===== src/hdl/lsr_pkg.sv =====
`default_nettype none
// ----------------------------------------------------------------------------
// lsr_pkg: shared types and constants for the level-set reinit stencil
// Job record passed from the stencil front end to the arithmetic back end,
// register indexes and state encodings.
// ----------------------------------------------------------------------------
package lsr_pkg;

  typedef logic signed [23:0] sample_t;

  // One pixel to evaluate: center, left, right, up, down and result flags
  typedef struct packed {
    sample_t v;
    sample_t l;
    sample_t r;
    sample_t u;
    sample_t d;
    logic    frame_end;
    logic    last;
  } job_t;

  localparam logic REG_WIDTH  = 1'b0;
  localparam logic REG_HEIGHT = 1'b1;

  localparam int unsigned FIFO_DEPTH = 4;
  localparam int unsigned FIFO_AW    = 2;

  localparam int unsigned SQ_ITERS  = 26;
  localparam int unsigned DIV_ITERS = 51;

  localparam logic [49:0] ONE_Q24 = 50'd16777216;
  localparam logic signed [26:0] ONE_Q12 = 27'sd4096;

  typedef enum logic [1:0] {
    F_IDLE,
    F_READ,
    F_ISSUE,
    F_WRITE
  } front_state_t;

  typedef enum logic [3:0] {
    B_IDLE,
    B_PREP,
    B_MUL,
    B_SQRT,
    B_MULQ,
    B_ADDQ,
    B_DIV,
    B_DONE,
    B_OUT
  } back_state_t;

endpackage
`default_nettype wire


===== src/hdl/lsr_fifo.sv =====
`default_nettype none
// ----------------------------------------------------------------------------
// lsr_fifo: job queue
// Short first-in first-out queue that decouples the stencil front end from
// the arithmetic back end.
// ----------------------------------------------------------------------------
module lsr_fifo
  import lsr_pkg::*;
(
  input  wire logic clk,
  input  wire logic rst,
  input  wire logic push,
  input  wire job_t push_data,
  output logic      full,
  input  wire logic pop,
  output job_t      pop_data,
  output logic      empty
);

  job_t                 mem [FIFO_DEPTH];
  logic [FIFO_AW-1:0]   wr_ptr;
  logic [FIFO_AW-1:0]   rd_ptr;
  logic [FIFO_AW:0]     count;

  assign full     = (count == (FIFO_AW+1)'(FIFO_DEPTH));
  assign empty    = (count == '0);
  assign pop_data = mem[rd_ptr];

  always_ff @(posedge clk) begin
    if (push && !full) begin
      mem[wr_ptr] <= push_data;
    end
  end

  always_ff @(posedge clk) begin
    if (rst) begin
      wr_ptr <= '0;
      rd_ptr <= '0;
      count  <= '0;
    end else begin
      if (push && !full) begin
        wr_ptr <= wr_ptr + FIFO_AW'(1);
      end
      if (pop && !empty) begin
        rd_ptr <= rd_ptr + FIFO_AW'(1);
      end
      case ({push && !full, pop && !empty})
        2'b10:   count <= count + (FIFO_AW+1)'(1);
        2'b01:   count <= count - (FIFO_AW+1)'(1);
        default: count <= count;
      endcase
    end
  end

endmodule
`default_nettype wire


===== config.mk =====
export PLATFORM = sky130hd
export DESIGN_NAME = lsr_fifo
export DESIGN_NICKNAME = d
export VERILOG_FILES = /design/src/hdl/lsr_pkg.sv /design/src/hdl/lsr_fifo.sv
export SDC_FILE = /design/constraint.sdc
export NUM_CORES = 1
export LEC_CHECK = 0
export BUFFER_PORTS_ARGS = -buffer_cell sky130_fd_sc_hd__buf_2
export CAP_MARGIN = 10
export CORE_AREA = 8 8 182 184
export DETAILED_ROUTE_END_ITERATION = 6
export DIE_AREA = 0 0 190 192
export PLACE_DENSITY = 0.83
export SYNTH_ARGS = -nofsm -noshare
export SYNTH_HDL_FRONTEND = slang
export SYNTH_SLANG_ARGS = --single-unit

===== constraint.sdc =====
create_clock -name clk -period 6.9 [get_ports clk]
set_input_delay 0.345 -clock clk [delete_from_list [all_inputs] [get_ports clk]]
set_output_delay 0.345 -clock clk [all_outputs]
set_load 0.01 [all_outputs]

==> Word level (Yosys, flattened, before mapping) <==
Memories as Yosys holds them, arrays and structs flattened. A register that Yosys moved wholly into a read port is not among the register bits.
Index checks and enable logic that the tools add are counted.
{ "classes": {"n_mux": 5, "add_sub_neg": 4, "n_reduce_logical": 6, "eq_ne": 3} }
{ "op_table": {"columns": ["op", "n"], "rows": [
  ["case mux 3 bit (2 select lines)", 1],
  ["adder 2 x 1 -> 2 bit, second input constant", 2],
  ["two-way mux 2 bit", 2],
  ["adder 3 x 1 -> 3 bit, second input constant", 1],
  ["== test 3 bit, second input constant", 1],
  ["zero test 3 bit", 1],
  ["subtractor 3 x 1 -> 3 bit, second input constant", 1],
  ["== test 2 x 1 -> 1 bit, second input constant", 1],
  ["== test 2 bit, second input constant", 1],
  ["logical AND 1 bit", 2],
  ["zero test 1 bit", 2],
  ["two-way mux 1 bit", 2],
  ["nonzero test 2 bit", 1]
]} }
{ "word_totals": {"output_inout_bits": 124, "memories": 1, "ram_bits": 488, "wordCells": 22, "register_bits": 7} }
{ "mem_list": {"columns": ["name", "depth", "word_bits", "rd", "rd_ports_with_merged_regs", "wr", "line_no", "source"], "rows": [
  ["mem", 4, 122, 1, 1, 1, "lsr_fifo.sv:20", "job_t mem [FIFO_DEPTH];"]
]} }

==> Depth between registers and ports, before layout <==
{ "depth": {"depth_word": 5, "mapped_depth": 9} }

==> Worst setup path before layout <==
No wires, ideal clock.
{ "synth_timing": {"path_type": "flip-flop to flip-flop", "from": "register count[2]", "to": "memory mem[0][0] (netlist bit), enable pin", "period_less_slack_ps": 4095, "setup_ps": 495, "stages_incl_launch_ff": 4, "setup_slack_ps": 2805, "arrival_time_ps": 3600, "n_path_buf": 0, "path_cell_list": "dfxtp_1 nor3b_1 nor2_1 and2_1"} }
{ "synth_between": {"elab_chain_cells": 5} }
{ "synth_rtl": {"columns": ["element", "line_no", "source"], "rows": [
  ["start, declared", "lsr_fifo.sv:23", "logic [FIFO_AW:0] count;"],
  ["start signal, assigned", "lsr_fifo.sv:48", "2'b10: count <= count + (FIFO_AW+1)'(1);"],
  ["start signal, assigned", "lsr_fifo.sv:49", "2'b01: count <= count - (FIFO_AW+1)'(1);"],
  ["start signal, assigned", "lsr_fifo.sv:50", "default: count <= count;"],
  ["== test 3 bit", "lsr_fifo.sv:25", "assign full = (count == (FIFO_AW+1)'(FIFO_DEPTH));"],
  ["via full", "lsr_fifo.sv:14", "output logic full,"],
  ["zero test 1 bit", "lsr_fifo.sv:30", "if (push && !full) begin"],
  ["logical AND 1 bit", "lsr_fifo.sv:30", null],
  ["two-way mux 1 bit", "lsr_fifo.sv:30", null],
  ["two-way mux 1 bit (not written as such)", "lsr_fifo.sv:31", "mem[wr_ptr] <= push_data;"],
  ["end, declared", "lsr_fifo.sv:20", null]
]} }
The timed path passes the listed nets, and every way through them passes these cells.

==> impl_metrics.csv <==
group,metric,value,unit
synthesis,ys_seq_area_share,82.08,%
hold_path,hold_depth,1,
synthesis,synth_compound_area_share,0.2354,%
worst_setup_path,slowest_delay,0.88,ns
worst_setup_path,criticalPathCategory,"reg2out",
hold_path,hold_end,"mem[0][103]",
worst_setup_path,cp_max_fo,68,
worst_setup_path,r2r_cells,5,
clock_tree,htreeDepth,2,
worst_setup_path,cp_num_buf_inv,2,
worst_setup_path,critPathTopFamily,"buffers and inverters",
layout,num-fill-cells,1732,
worst_setup_path,rr_startpoint,"count[2]",
worst_setup_path,worst_ep_arrival_time,2.99,ns
pwr,ir_drop,0.3338,mV
grt,grt_max_degree,69,
synthesis,ys_types,23,
routing,dr.first_iter.drc_count,682,
clock_tree,post_cts_buffers,0,
floorplan,core-area,30190,um^2
layout,final_common_cell,"edfxtp_1",
clock_tree,cts-root-buf,"clkbuf_16",
floorplan,die_x,190,um
sta,fin_skew,0.01113,ns
routing,vias,8186,
grt,grt_pass1_vias,8847,
clock_tree,cts_buffer_depth,3,
floorplan,die_h,192,um
grt,grt_usage,19.37,%
synthesis,synth_top_area_share,81.09,%
synthesis,ys_ff_latch,497,
layout,regArea,14840,um^2
clock_tree,cts_resized,0,
worst_setup_path,cp_cell_sequence,"buf_4 -> mux4_2 -> buf_2",
worst_setup_path,reg2reg_slack,3.75,ns
routing,post_drt_wl_per_cell,25.10,um
routing,drt_pass1_iterations,5,
floorplan,io_pins,250,
synthesis,yosys_warnings,0,
layout,multi_input_area,3014,um^2
pwr,pwr_density_cell,375.6,nW/um^2
layout,final_cell_mix,"488 x edfxtp_1, 249 x buf_2, 122 x mux4_2",
hold_path,worstHoldStart,"push_data[103]",
sta,slew_headroom,28.73,%
hold_path,hold_path.class,"in2reg",
pwr,total_power,7.992,mW
worst_setup_path,worst_setup_path_end_kind,"output port",
sta,finalCritPeriodShare,48.39,%
worst_setup_path,critPathSlowestCell,"dfxtp_4",
worst_setup_path,worst-path-stages,3,
worst_setup_path,start_kind,"register",
synthesis,syn_nets,824,
placed_design,routabilityCongestion,0.7045,
synthesis,synth_area_leaders,"edfxtp_1 81%, mux4_2 15%, dfxtp_1 1.0%",
sta,setup_viol,0,
clock_tree,cts-buffers-inserted,47,
sta,worst_pin_slew,1.069,ns
clock_tree,cts_hold_buffers,1,
clock_tree,cts_tree,"yes",
placed_design,port_buffers,249,
sta,drv_slew,0,
routing,ant_nets,0,
layout,fin_nets,1103,
synthesis,synthMuxAreaShare,15.26,%
routing,routed_via_density,5.822,
floorplan,start_util,59.86,%
grt,grt_pass1_wl,53.34,mm
synthesis,syn-cell-area,18070,um^2
routing,drc,0,
synthesis,synth_top_family_by_area,"multiplexers",
synthesis,synth-simple-area-share,0.5262,%
floorplan,fp.dieArea,36480,um^2
clock_tree,path_clk_slew,0.06,ns
synthesis,avgSynthCellArea,26.12,um^2
routing,drt_wl_total,35.29,mm
run,maxCapViolCount,0,
synthesis,synthXorXnorAreaFrac,0.1454,%
sta,fin_tns_setup,0,ns
grt,grt_antenna_before_repair,6,
clock_tree,insertion_delay,0.53,ns
synthesis,synthCells,692,
sta,fmax,299.5,MHz
pwr,leakagePower,7.122,nW
floorplan,num_rows,64,
layout,drive_above_1_share,44.63,%
synthesis,synth_area_leader_cell,"edfxtp_1",
sta,min_period,3.339,ns
worst_setup_path,reg2reg_to,"mem[0][37]",
synthesis,post_synth_fa_ha_maj_area_fraction,0.4569,%
sta,rsz0062_at_grt,"false",
worst_setup_path,cp_data_required_time,6.55,ns
grt,grt_overflow_total,0,
placed_design,dpl.hpwl,21.41,mm
outcome,outcome,"completed",
layout,area_growth,17.74,%
clock_tree,clock-sinks,497,
sta,hold_viol,0,
-- metal layers --
metal,part of all wire (%),global-route usage (%)
met1,40,25.67
met2,50,32.09
met3,8.7,5.592
met4,1.3,3.788
met5,0.16,0
-- final cells by class --
class | count | area share (%)
clock inverter | 24 | 1.329
multi-input combinational | 158 | 14.17
tap | 396 | 2.329
clock buffer | 60 | 5.957
antenna | 4 | 0.04704
timing repair buffer | 259 | 6.280
inverter | 8 | 0.1411
sequential | 497 | 69.75
-- cell usage after synthesis, drive strengths merged --
master and n:
dfxtp 9, inv 8, buf 24, a21oi 4, nand2b 2, nor3b 1, mux2i 1, edfxtp 488
fa 1, xor2 3, or3 3, and2 4, nor3 1, ha 5, o21ai 3, clkbuf 5
nand2 1, o31ai 1, mux4 122, nor2 6
-- worst max-delay path by stage --
stage | slack, ns | end | from
floorplan | 2.80 | mem[0][0] | count[2]
global placement | 3.72 | mem[0][29] | push
detailed placement | 3.69 | mem[0][24] | push
CTS | 3.48 | pop_data[29] | register
global route | 3.41 | pop_data[100] | register
finish | 3.56 | pop_data[42] | register
-- through the flow --
stage,util [%],hold WS (ns),setup slack (ns),instance area (um^2),std cells
after floorplan,-,0.4439,2.805,18070,692
after global placement,65.28,0.4620,3.717,19710,1317
after detailed placement,65.28,0.4857,3.693,19710,1317
after CTS,70.45,0.0008424,3.482,21270,1402
after global routing,70.45,0.004648,3.408,21270,1402
final,70.48,0.02472,3.561,21280,1406
-- power by group --
part | internal, mW | leakage [nW] | switching (mW)
combinational | 0.810 | 1.81 | 0.878
clock | 1.55 | 0.759 | 1.02
sequential | 3.61 | 4.55 | 0.122
-- state kept, by name, indices dropped and copies added (netlist names), named ones only --
signal  count
rd_ptr      2
count       3
mem       488
wr_ptr      2
-- worst reg2reg max path: stages, from the launching register on --
cell and delay [ns]:
dfxtp_1 0.34, nor3b_1 0.17, nor2_1 0.32, and2_4 0.60, buf_4 0.65, buf_4 0.66
-- logic make-up after synthesis --
logic type	count (synthesis)
and+or+nand+nor	18
muxes	123
buffers and inverters	37
adders and majority gates	6
DFF	497
AOI/OAI and AO/OA	8
xor gates and xnor gates	3
(Power assumes the default switching activity.)
