===== config.mk =====
export PLATFORM = sky130hd
export DESIGN_NAME = lsr_back
export DESIGN_NICKNAME = d
export VERILOG_FILES = /design/src/hdl/lsr_pkg.sv /design/src/hdl/lsr_back.sv
export SDC_FILE = /design/constraint.sdc
export NUM_CORES = 2
export LEC_CHECK = 0
export BUFFER_PORTS_ARGS = -buffer_cell sky130_fd_sc_hd__buf_2
export CAP_MARGIN = 10
export CORE_MARGIN = 1
export CORE_UTILIZATION = 56
export CTS_BUF_LIST = sky130_fd_sc_hd__clkbuf_8
export CTS_CLUSTER_SIZE = 30
export DETAILED_ROUTE_END_ITERATION = 10
export HOLD_SLACK_MARGIN = 0.03
export PLACE_DENSITY_LB_ADDON = 0.25
export SKIP_LAST_GASP = 1
export SYNTH_ARGS = -nofsm -noshare
export SYNTH_HDL_FRONTEND = slang
export SYNTH_SLANG_ARGS = --single-unit
export TNS_END_PERCENT = 5

===== constraint.sdc =====
create_clock -name clk -period 14.29 [get_ports clk]
set_input_delay 3.5725 -clock clk [delete_from_list [all_inputs] [get_ports clk]]
set_output_delay 3.5725 -clock clk [all_outputs]
set_load 0.05 [all_outputs]

===== src/hdl/lsr_pkg.sv =====
`default_nettype none
// ----------------------------------------------------------------------------
// lsr_pkg: shared types and constants for the level-set reinit stencil
// Job record passed from the stencil front end to the arithmetic back end,
// register indexes and state encodings.
// ----------------------------------------------------------------------------
package lsr_pkg;

  typedef logic signed [23:0] sample_t;

  // One pixel to evaluate: center, left, right, up, down and result flags
  typedef struct packed {
    sample_t v;
    sample_t l;
    sample_t r;
    sample_t u;
    sample_t d;
    logic    frame_end;
    logic    last;
  } job_t;

  localparam logic REG_WIDTH  = 1'b0;
  localparam logic REG_HEIGHT = 1'b1;

  localparam int unsigned FIFO_DEPTH = 4;
  localparam int unsigned FIFO_AW    = 2;

  localparam int unsigned SQ_ITERS  = 26;
  localparam int unsigned DIV_ITERS = 51;

  localparam logic [49:0] ONE_Q24 = 50'd16777216;
  localparam logic signed [26:0] ONE_Q12 = 27'sd4096;

  typedef enum logic [1:0] {
    F_IDLE,
    F_READ,
    F_ISSUE,
    F_WRITE
  } front_state_t;

  typedef enum logic [3:0] {
    B_IDLE,
    B_PREP,
    B_MUL,
    B_SQRT,
    B_MULQ,
    B_ADDQ,
    B_DIV,
    B_DONE,
    B_OUT
  } back_state_t;

endpackage
`default_nettype wire


===== src/hdl/lsr_back.sv =====
`default_nettype none
// ----------------------------------------------------------------------------
// lsr_back: reinitialization arithmetic
// Upwind gradient on one shared multiplier, two bit-serial square roots and a
// restoring divider; one job at a time into the output register.
// ----------------------------------------------------------------------------
module lsr_back
  import lsr_pkg::*;
(
  input  wire logic clk,
  input  wire logic rst,
  input  wire logic job_empty,
  output logic      job_pop,
  input  wire job_t job_in,
  output logic      out_valid,
  input  wire logic out_ready,
  output sample_t   phi_out,
  output logic      frame_end,
  output logic      last
);

  back_state_t state, state_next;

  job_t        jb;
  logic [5:0]  cnt;
  logic [24:0] x0, x1, x2, x3;
  logic [23:0] vm;
  logic [49:0] prod_r, hold0, m1, sum, rad2;
  logic [51:0] sq_arg;
  logic [27:0] sq_rem;
  logic [25:0] sq_root;
  logic        sq_phase;
  logic [25:0] gm;
  logic        g_neg;
  logic [23:0] root2;
  logic [50:0] num;
  logic [24:0] den;
  logic [24:0] dv_rem;

  logic signed [24:0] da, db, dc, dd;
  logic [25:0] mul_a, mul_b;
  logic [51:0] mul_p;
  logic [49:0] max_p;
  logic [27:0] sq_rem_t, sq_trial, sq_rem_n;
  logic        sq_ge;
  logic [25:0] sq_root_n;
  logic signed [26:0] g_s;
  logic [25:0] dv_rem_t;
  logic        dv_ge;
  logic [24:0] dv_rem_n;
  logic [25:0] qc;
  logic signed [26:0] delta;
  logic signed [27:0] res_w;
  sample_t     res_sat;

  function automatic logic [24:0] mag_pos(input logic signed [24:0] x);
    mag_pos = x[24] ? 25'd0 : x;
  endfunction

  function automatic logic [24:0] mag_neg(input logic signed [24:0] x);
    mag_neg = x[24] ? 25'(-x) : 25'd0;
  endfunction

  always_comb begin
    da = 25'(jb.v) - 25'(jb.l);
    db = 25'(jb.r) - 25'(jb.v);
    dc = 25'(jb.v) - 25'(jb.u);
    dd = 25'(jb.d) - 25'(jb.v);
  end

  // shared multiplier
  always_comb begin
    mul_a = 26'(vm);
    mul_b = 26'(vm);
    if (state == B_MULQ) begin
      mul_b = gm;
    end else begin
      case (cnt)
        6'd0:    begin mul_a = 26'(x0); mul_b = 26'(x0); end
        6'd1:    begin mul_a = 26'(x1); mul_b = 26'(x1); end
        6'd2:    begin mul_a = 26'(x2); mul_b = 26'(x2); end
        6'd3:    begin mul_a = 26'(x3); mul_b = 26'(x3); end
        default: begin mul_a = 26'(vm); mul_b = 26'(vm); end
      endcase
    end
    mul_p = mul_a * mul_b;
    max_p = (hold0 > prod_r) ? hold0 : prod_r;
  end

  // one root bit per cycle
  always_comb begin
    sq_rem_t  = {sq_rem[25:0], sq_arg[51:50]};
    sq_trial  = {sq_root, 2'b01};
    sq_ge     = (sq_rem_t >= sq_trial);
    sq_rem_n  = sq_ge ? sq_rem_t - sq_trial : sq_rem_t;
    sq_root_n = {sq_root[24:0], sq_ge};
    g_s       = $signed({1'b0, sq_root_n}) - ONE_Q12;
  end

  // one quotient bit per cycle
  always_comb begin
    dv_rem_t = {dv_rem, num[50]};
    dv_ge    = (dv_rem_t >= {1'b0, den});
    dv_rem_n = dv_ge ? 25'(dv_rem_t - {1'b0, den}) : dv_rem_t[24:0];
  end

  // apply sign, subtract and saturate
  always_comb begin
    qc      = (|num[50:25]) ? 26'h2000000 : num[25:0];
    delta   = (jb.v[23] != g_neg) ? -$signed({1'b0, qc}) : $signed({1'b0, qc});
    res_w   = 28'(jb.v) - 28'(delta);
    if (res_w > 28'sd8388607) begin
      res_sat = 24'sh7FFFFF;
    end else if (res_w < -28'sd8388608) begin
      res_sat = 24'sh800000;
    end else begin
      res_sat = res_w[23:0];
    end
  end

  always_ff @(posedge clk) begin
    if (rst) begin
      state <= B_IDLE;
    end else begin
      state <= state_next;
    end
  end

  always_comb begin
    state_next = state;
    job_pop    = 1'b0;
    out_valid  = 1'b0;
    case (state)
      B_IDLE: begin
        if (!job_empty) begin
          job_pop    = 1'b1;
          state_next = B_PREP;
        end
      end
      B_PREP: begin
        state_next = (jb.v == '0) ? B_OUT : B_MUL;
      end
      B_MUL: begin
        if (cnt == 6'd5) begin
          state_next = B_SQRT;
        end
      end
      B_SQRT: begin
        if (cnt == 6'(SQ_ITERS - 1) && sq_phase) begin
          state_next = B_MULQ;
        end
      end
      B_MULQ: state_next = B_ADDQ;
      B_ADDQ: state_next = B_DIV;
      B_DIV: begin
        if (cnt == 6'(DIV_ITERS - 1)) begin
          state_next = B_DONE;
        end
      end
      B_DONE: state_next = B_OUT;
      B_OUT: begin
        out_valid = 1'b1;
        if (out_ready) begin
          state_next = B_IDLE;
        end
      end
      default: state_next = B_IDLE;
    endcase
  end

  assign frame_end = jb.frame_end;
  assign last      = jb.last;

  always_ff @(posedge clk) begin
    prod_r <= mul_p[49:0];
    case (state)
      B_IDLE: begin
        if (!job_empty) begin
          jb <= job_in;
        end
      end
      B_PREP: begin
        cnt     <= '0;
        phi_out <= '0;
        vm      <= jb.v[23] ? 24'(-jb.v) : jb.v;
        if (!jb.v[23]) begin
          x0 <= mag_pos(da);  x1 <= mag_neg(db);
          x2 <= mag_pos(dc);  x3 <= mag_neg(dd);
        end else begin
          x0 <= mag_neg(da);  x1 <= mag_pos(db);
          x2 <= mag_neg(dc);  x3 <= mag_pos(dd);
        end
      end
      B_MUL: begin
        cnt <= cnt + 6'd1;
        case (cnt)
          6'd1: hold0 <= prod_r;
          6'd2: m1    <= max_p;
          6'd3: hold0 <= prod_r;
          6'd4: sum   <= m1 + max_p;
          6'd5: begin
            rad2     <= prod_r + ONE_Q24;
            sq_arg   <= {2'b00, sum};
            sq_rem   <= '0;
            sq_root  <= '0;
            sq_phase <= 1'b0;
            cnt      <= '0;
          end
          default: ;
        endcase
      end
      B_SQRT: begin
        sq_arg  <= {sq_arg[49:0], 2'b00};
        sq_rem  <= sq_rem_n;
        sq_root <= sq_root_n;
        cnt     <= cnt + 6'd1;
        if (cnt == 6'(SQ_ITERS - 1)) begin
          cnt <= '0;
          if (!sq_phase) begin
            // gradient magnitude done: start the root of v*v + 1
            g_neg    <= g_s[26];
            gm       <= g_s[26] ? 26'(-g_s) : g_s[25:0];
            sq_arg   <= {2'b00, rad2};
            sq_rem   <= '0;
            sq_root  <= '0;
            sq_phase <= 1'b1;
          end else begin
            root2 <= sq_root_n[23:0];
          end
        end
      end
      B_ADDQ: begin
        // round to nearest: add half the divisor
        num    <= {1'b0, prod_r} + 51'(root2);
        den    <= {root2, 1'b0};
        dv_rem <= '0;
        cnt    <= '0;
      end
      B_DIV: begin
        num    <= {num[49:0], dv_ge};
        dv_rem <= dv_rem_n;
        cnt    <= cnt + 6'd1;
      end
      B_DONE: begin
        phi_out <= res_sat;
      end
      default: ;
    endcase
  end

endmodule
`default_nettype wire


# Word level (Yosys, flattened, before mapping)
# Index checks and enable logic that the tools add are counted.
# word_totals
regBits,786
word_cells,156
romBits,0
latchBits,0
memories,0
ram_bits,0
out_inout_bits,28
# classes
bitwise,2
add_sub_neg,19
reduce_logical,21
muxes,55
eq_ne,22
shifts,0
n_div,0
n_lt_le_gt_ge,5
multipliers,1
# ops
cell,count
$mux 26,10
$mux 25,10
$mux 52,3
$mux 24,6
$pmux 26 s2,2
$pmux 52 s2,1
$pmux 51 s2,1
$neg 25->25,4
$pmux 25 s4,1
$sub 24x24->25,4
$add 50x24->51,1
$add 50x25->50 const B,1
$add 50x50->50,1
$gt 50x50->1,1
$mul 26x26->50,1
$mux 50,1
$pmux 25 s2,1
$pmux 24 s2,1
$pmux 4 s9,1
$ge 28x28->1,1
$gt 28x24->1 const B,1
$lt 28x24->1 const B,1
$sub 24x27->28,1
$mux 27,1
other kinds (37),69

# Depth between registers and ports, before layout
# logic_depth
word_depth,9
ltp_mapped,37
mapped_depth_nobuf,33

# Worst setup path after synthesis
# OpenSTA, ideal clock, no wires.
# synth_path
kind,input port to output port
startpoint,input job_empty
endpoint,output job_pop
stages,1
path_slack_ns,1.506
arrival_time_ns,9.211
cell_sequence,nor2_1
# synth_via
elab_chain_cells,2
# synth_lines
element,line_no,source
start: declaration,lsr_back.sv:12,"input wire logic job_empty,"
$mux 1,lsr_back.sv:135,if (!job_empty) begin
$mux 1,lsr_back.sv:133,case (state)
end: declaration,lsr_back.sv:13,"output logic job_pop,"
# Every way passes these cells.

# Worst setup path in the final report
# layout_path
startpoint,register cnt[2]
endpoint,register prod_r[49]
# layout_via
elab_chain_cells,4
# layout_lines
element,line_no,source
start: declaration,lsr_back.sv:25,logic [5:0] cnt;
start signal: assignment,lsr_back.sv:195,cnt <= cnt + 6'd1;
start signal: assignment,lsr_back.sv:216,cnt <= cnt + 6'd1;
start signal: assignment,lsr_back.sv:242,cnt <= cnt + 6'd1;
$eq 6x2->1 (tied with other cells),lsr_back.sv:78,case (cnt)
$pmux 25 s4 *,lsr_back.sv:78,
$mux 25 / $mux 26 (equally long branches),lsr_back.sv:75,if (state == B_MULQ) begin
$mul 26x26->50 *,lsr_back.sv:86,mul_p = mul_a * mul_b;
net mul_p[49],lsr_back.sv:42,logic [51:0] mul_p;
end signal: assignment,lsr_back.sv:175,prod_r <= mul_p[49:0];
end: declaration,lsr_back.sv:28,"logic [49:0] prod_r, hold0, m1, sum, rad2;"
# Mark *: on every way through the listed nets, which the timed path passes. The rest lies on a longest branch.
# A chain may end at the register's enable or synchronous reset.

==> qor.yml <==
worst_setup_path:
  cpMostUsedCell: "fa_1"
  cp_slowest_stage_delay_ns: 0.73
  rr_worst_depth: 33
  critical_path.startpoint: "cnt[2]"
  critPathSlowestCell: "mux2i_1"
  worstSetupPathType: "reg -> reg"
  crit_path_end_kind: "register"
  critPathArrivalTime_ns: 11.32
  timing.rr.end: "prod_r[49]"
  start_kind: "register"
  cp-endpoint: "prod_r[49]"
  r2r_setup_slack_ns: 3.70
  critPathMaxFanout: 32
  crit_required_ns: 15.02
  reg2reg_from: "cnt[2]"
logic_synthesis:
  synth_xor_area_share_pct: 5.28
  ys_seq_area_share_pct: 33.3
  syn_inst: 7165
  synth_compound_area_share_pct: 12.9
  ys_warn_count: 0
  yosysMostFrequentCell: "inv_1"
  synthMuxAreaShare_pct: 2.19
  postSynth.asyncResetShare_pct: 0
  synth.top_cell.area_share_pct: 31.8
  yosys.area_share.simple_pct: 14.3
  synthTopCellsByArea: "edfxtp_1, fa_1, ha_1, inv_1, nand2_1"
  synth_top_cell_by_area: "edfxtp_1"
  synth_top_family_by_area: "adder cells"
  synth_commonest_cells: "inv_1, nand2_1, edfxtp_1"
  synth_fp_nets: 8345
  synth_cell_type_count: 117
  syn_avg_cell_area_sq_um: 9.65
  synthAdderAreaFrac_pct: 25.1
  syn_area_sq_um: 69200
  ys_seq_elements: 786
  synth_edf_count: 732
  ys.flop_type: "edfxtp_1"
min_path:
  min_path_type: "reg -> reg"
clock_network:
  htree_levels: 4
  clock_path_buffers: 3
  cts_setup_buffers: 0
  cts_buffers: 138
  clk-insertion-delay-late_ns: 0.86
  cts.sinks: 786
  clk_pin_slew_ns: 0.06
  cts-resized-gates: 0
  hold_buffers: 0
  cts_root_buf: "clkbuf_8"
  cts_tree: "done"
route:
  met2_length_microns: 94900
  top_layer_used: "met5"
  ant_nets: 0
  via_per_inst: 6.00
  dr_wl_met3_microns: 18800
  vias: 54200
  wl_per_cell_microns: 23.4
  drtIter0Drc: 5317
  drc: 0
  wirelength_microns: 211000
  drt-met1-wl_microns: 86700
  drtPass1Iterations: 6
die:
  io_pins: 154
  fp.dieH_microns: 353
  start_util_pct: 56.6
  die_w_microns: 353
  core_area_sq_um: 122000
  num_rows: 128
  die-area_sq_um: 125000
global_routing:
  antenna_found_initial: 6
  overflow: 0
  grt_pass1_vias: 53200
  grt_max_degree: 139
  grt_use_total_pct: 33.8
  grt_pass1_wl_microns: 319000
placed_design:
  placedInstanceArea_sq_um: 71800
  gp_congestion: 0.982
  dp_hpwl_microns: 164000
  port_buffers: 153
  dp_slack_ns: 3.77
  place_inst: 8770
sta:
  fin_tns_setup_ns: 0
  rsz0062_at_grt: "false"
  setup_violations: 0
  report.final.hold_viol_count: 0
  slew_viol_final: 0
  clock_skew_ns: 0.0465
  slew_headroom_pct: 14.5
  period_needed_ns: 10.59
  fin_crit_sh_pct: 74.1
  fmax_mhz: 94.4
  setup_ws_ns: 3.70
  worst_pin_slew_ns: 1.28
cells_and_area:
  postLayoutCellArea_sq_um: 74600
  fillerInstances: 10400
  post_route_cells_drive_above_1_share_pct: 8.45
  area_growth_pct: 7.81
  fin_cells: 9026
  layout.nets: 8466
run:
  max_cap_viol_count: 0
outcome:
  status: "finished, final reports clean"
-- routing by layer --
metal	up-vias	track usage, %
met1	26500	45.5
met4	2	16.1
met5	-	0
li1	24800	-
met3	467	5.94
met2	2400	53.0
-- worst min path at each step --
stage               startpoint         to  slack [ns]  depth (start not counted)
CTS                 sq_root[9]  root2[10]        0.46                          0
detailed placement  sq_root[1]   root2[2]        0.45                          0
finish              sq_root[1]   root2[2]        0.46                          0
global placement    sq_root[0]   root2[1]        0.44                          0
floorplan           prod_r[40]  hold0[40]        0.41                          0
global route        sq_root[9]  root2[10]        0.48                          0
-- worst max-delay path: cells and delay by family (launching register included) --
family	cells	cell delay (ns)
adders and majority gates	8	3.97
muxes	2	0.95
buffers and inverters	10	1.46
DFF	1	0.49
and+or+nand+nor	8	1.63
AOI/OAI and AO/OA	5	1.92
-- stage by stage --
stage | utilization (%) | hold WS (ns)
after global placement | 58.7 | 0.437
after detailed placement | 58.8 | 0.454
after global routing | 61.0 | 0.481
after CTS | 61.0 | 0.460
final | 61.0 | 0.464
after floorplan | - | 0.406
-- sequential cells by signal, indices dropped and copies added, names as in the netlist, 50 cells and up --
register / flops
jb: 120
sq_arg: 52
num: 51
hold0: 50
m1: 50
prod_r: 50
rad2: 50
sum: 50
-- placed cells by master (no fill, tap or decap), types with 153 or more instances in the layout --
cell      Yosys  layout
buf_2        29     153
xnor2_1     299     299
inv_1       953     988
nor2_1      677     668
edfxtp_1    732     732
a21oi_1     357     356
ha_1        497     497
o21ai_0     296     293
nand2_1     748     746
a21o_1      165     165
fa_1        557     557
-- cell type report --
type                    instances  area (sq um)  area share (%)
repair buffers                258          1570            2.11
multi-input cells            5148         41600            55.7
clock inverters               104           724           0.972
inverters                     954          3580            4.80
well taps                    1625          2030            2.73
diodes                          5          12.5          0.0168
clock buffers                 146          2010            2.70
flip-flops and latches        786         23100            30.9
-- logic make-up (layout without fill, tap and decap cells) --
| logic type | Yosys count | count (layout) |
|---|---|---|
| AND/OR/NAND/NOR | 2155 | 2155 |
| AO/OA/AOI/OAI | 1379 | 1379 |
| buffers and inverters | 1231 | 1462 |
| adder cells (fa/ha/maj) | 1054 | 1054 |
| flip-flops | 786 | 786 |
| XOR/XNOR | 416 | 416 |
| multiplexers | 144 | 144 |
| other | 0 | 5 |
Power is left out: the tool's default activity adds up to more than one toggle a clock period on the data nets, which glitch-free logic cannot reach.
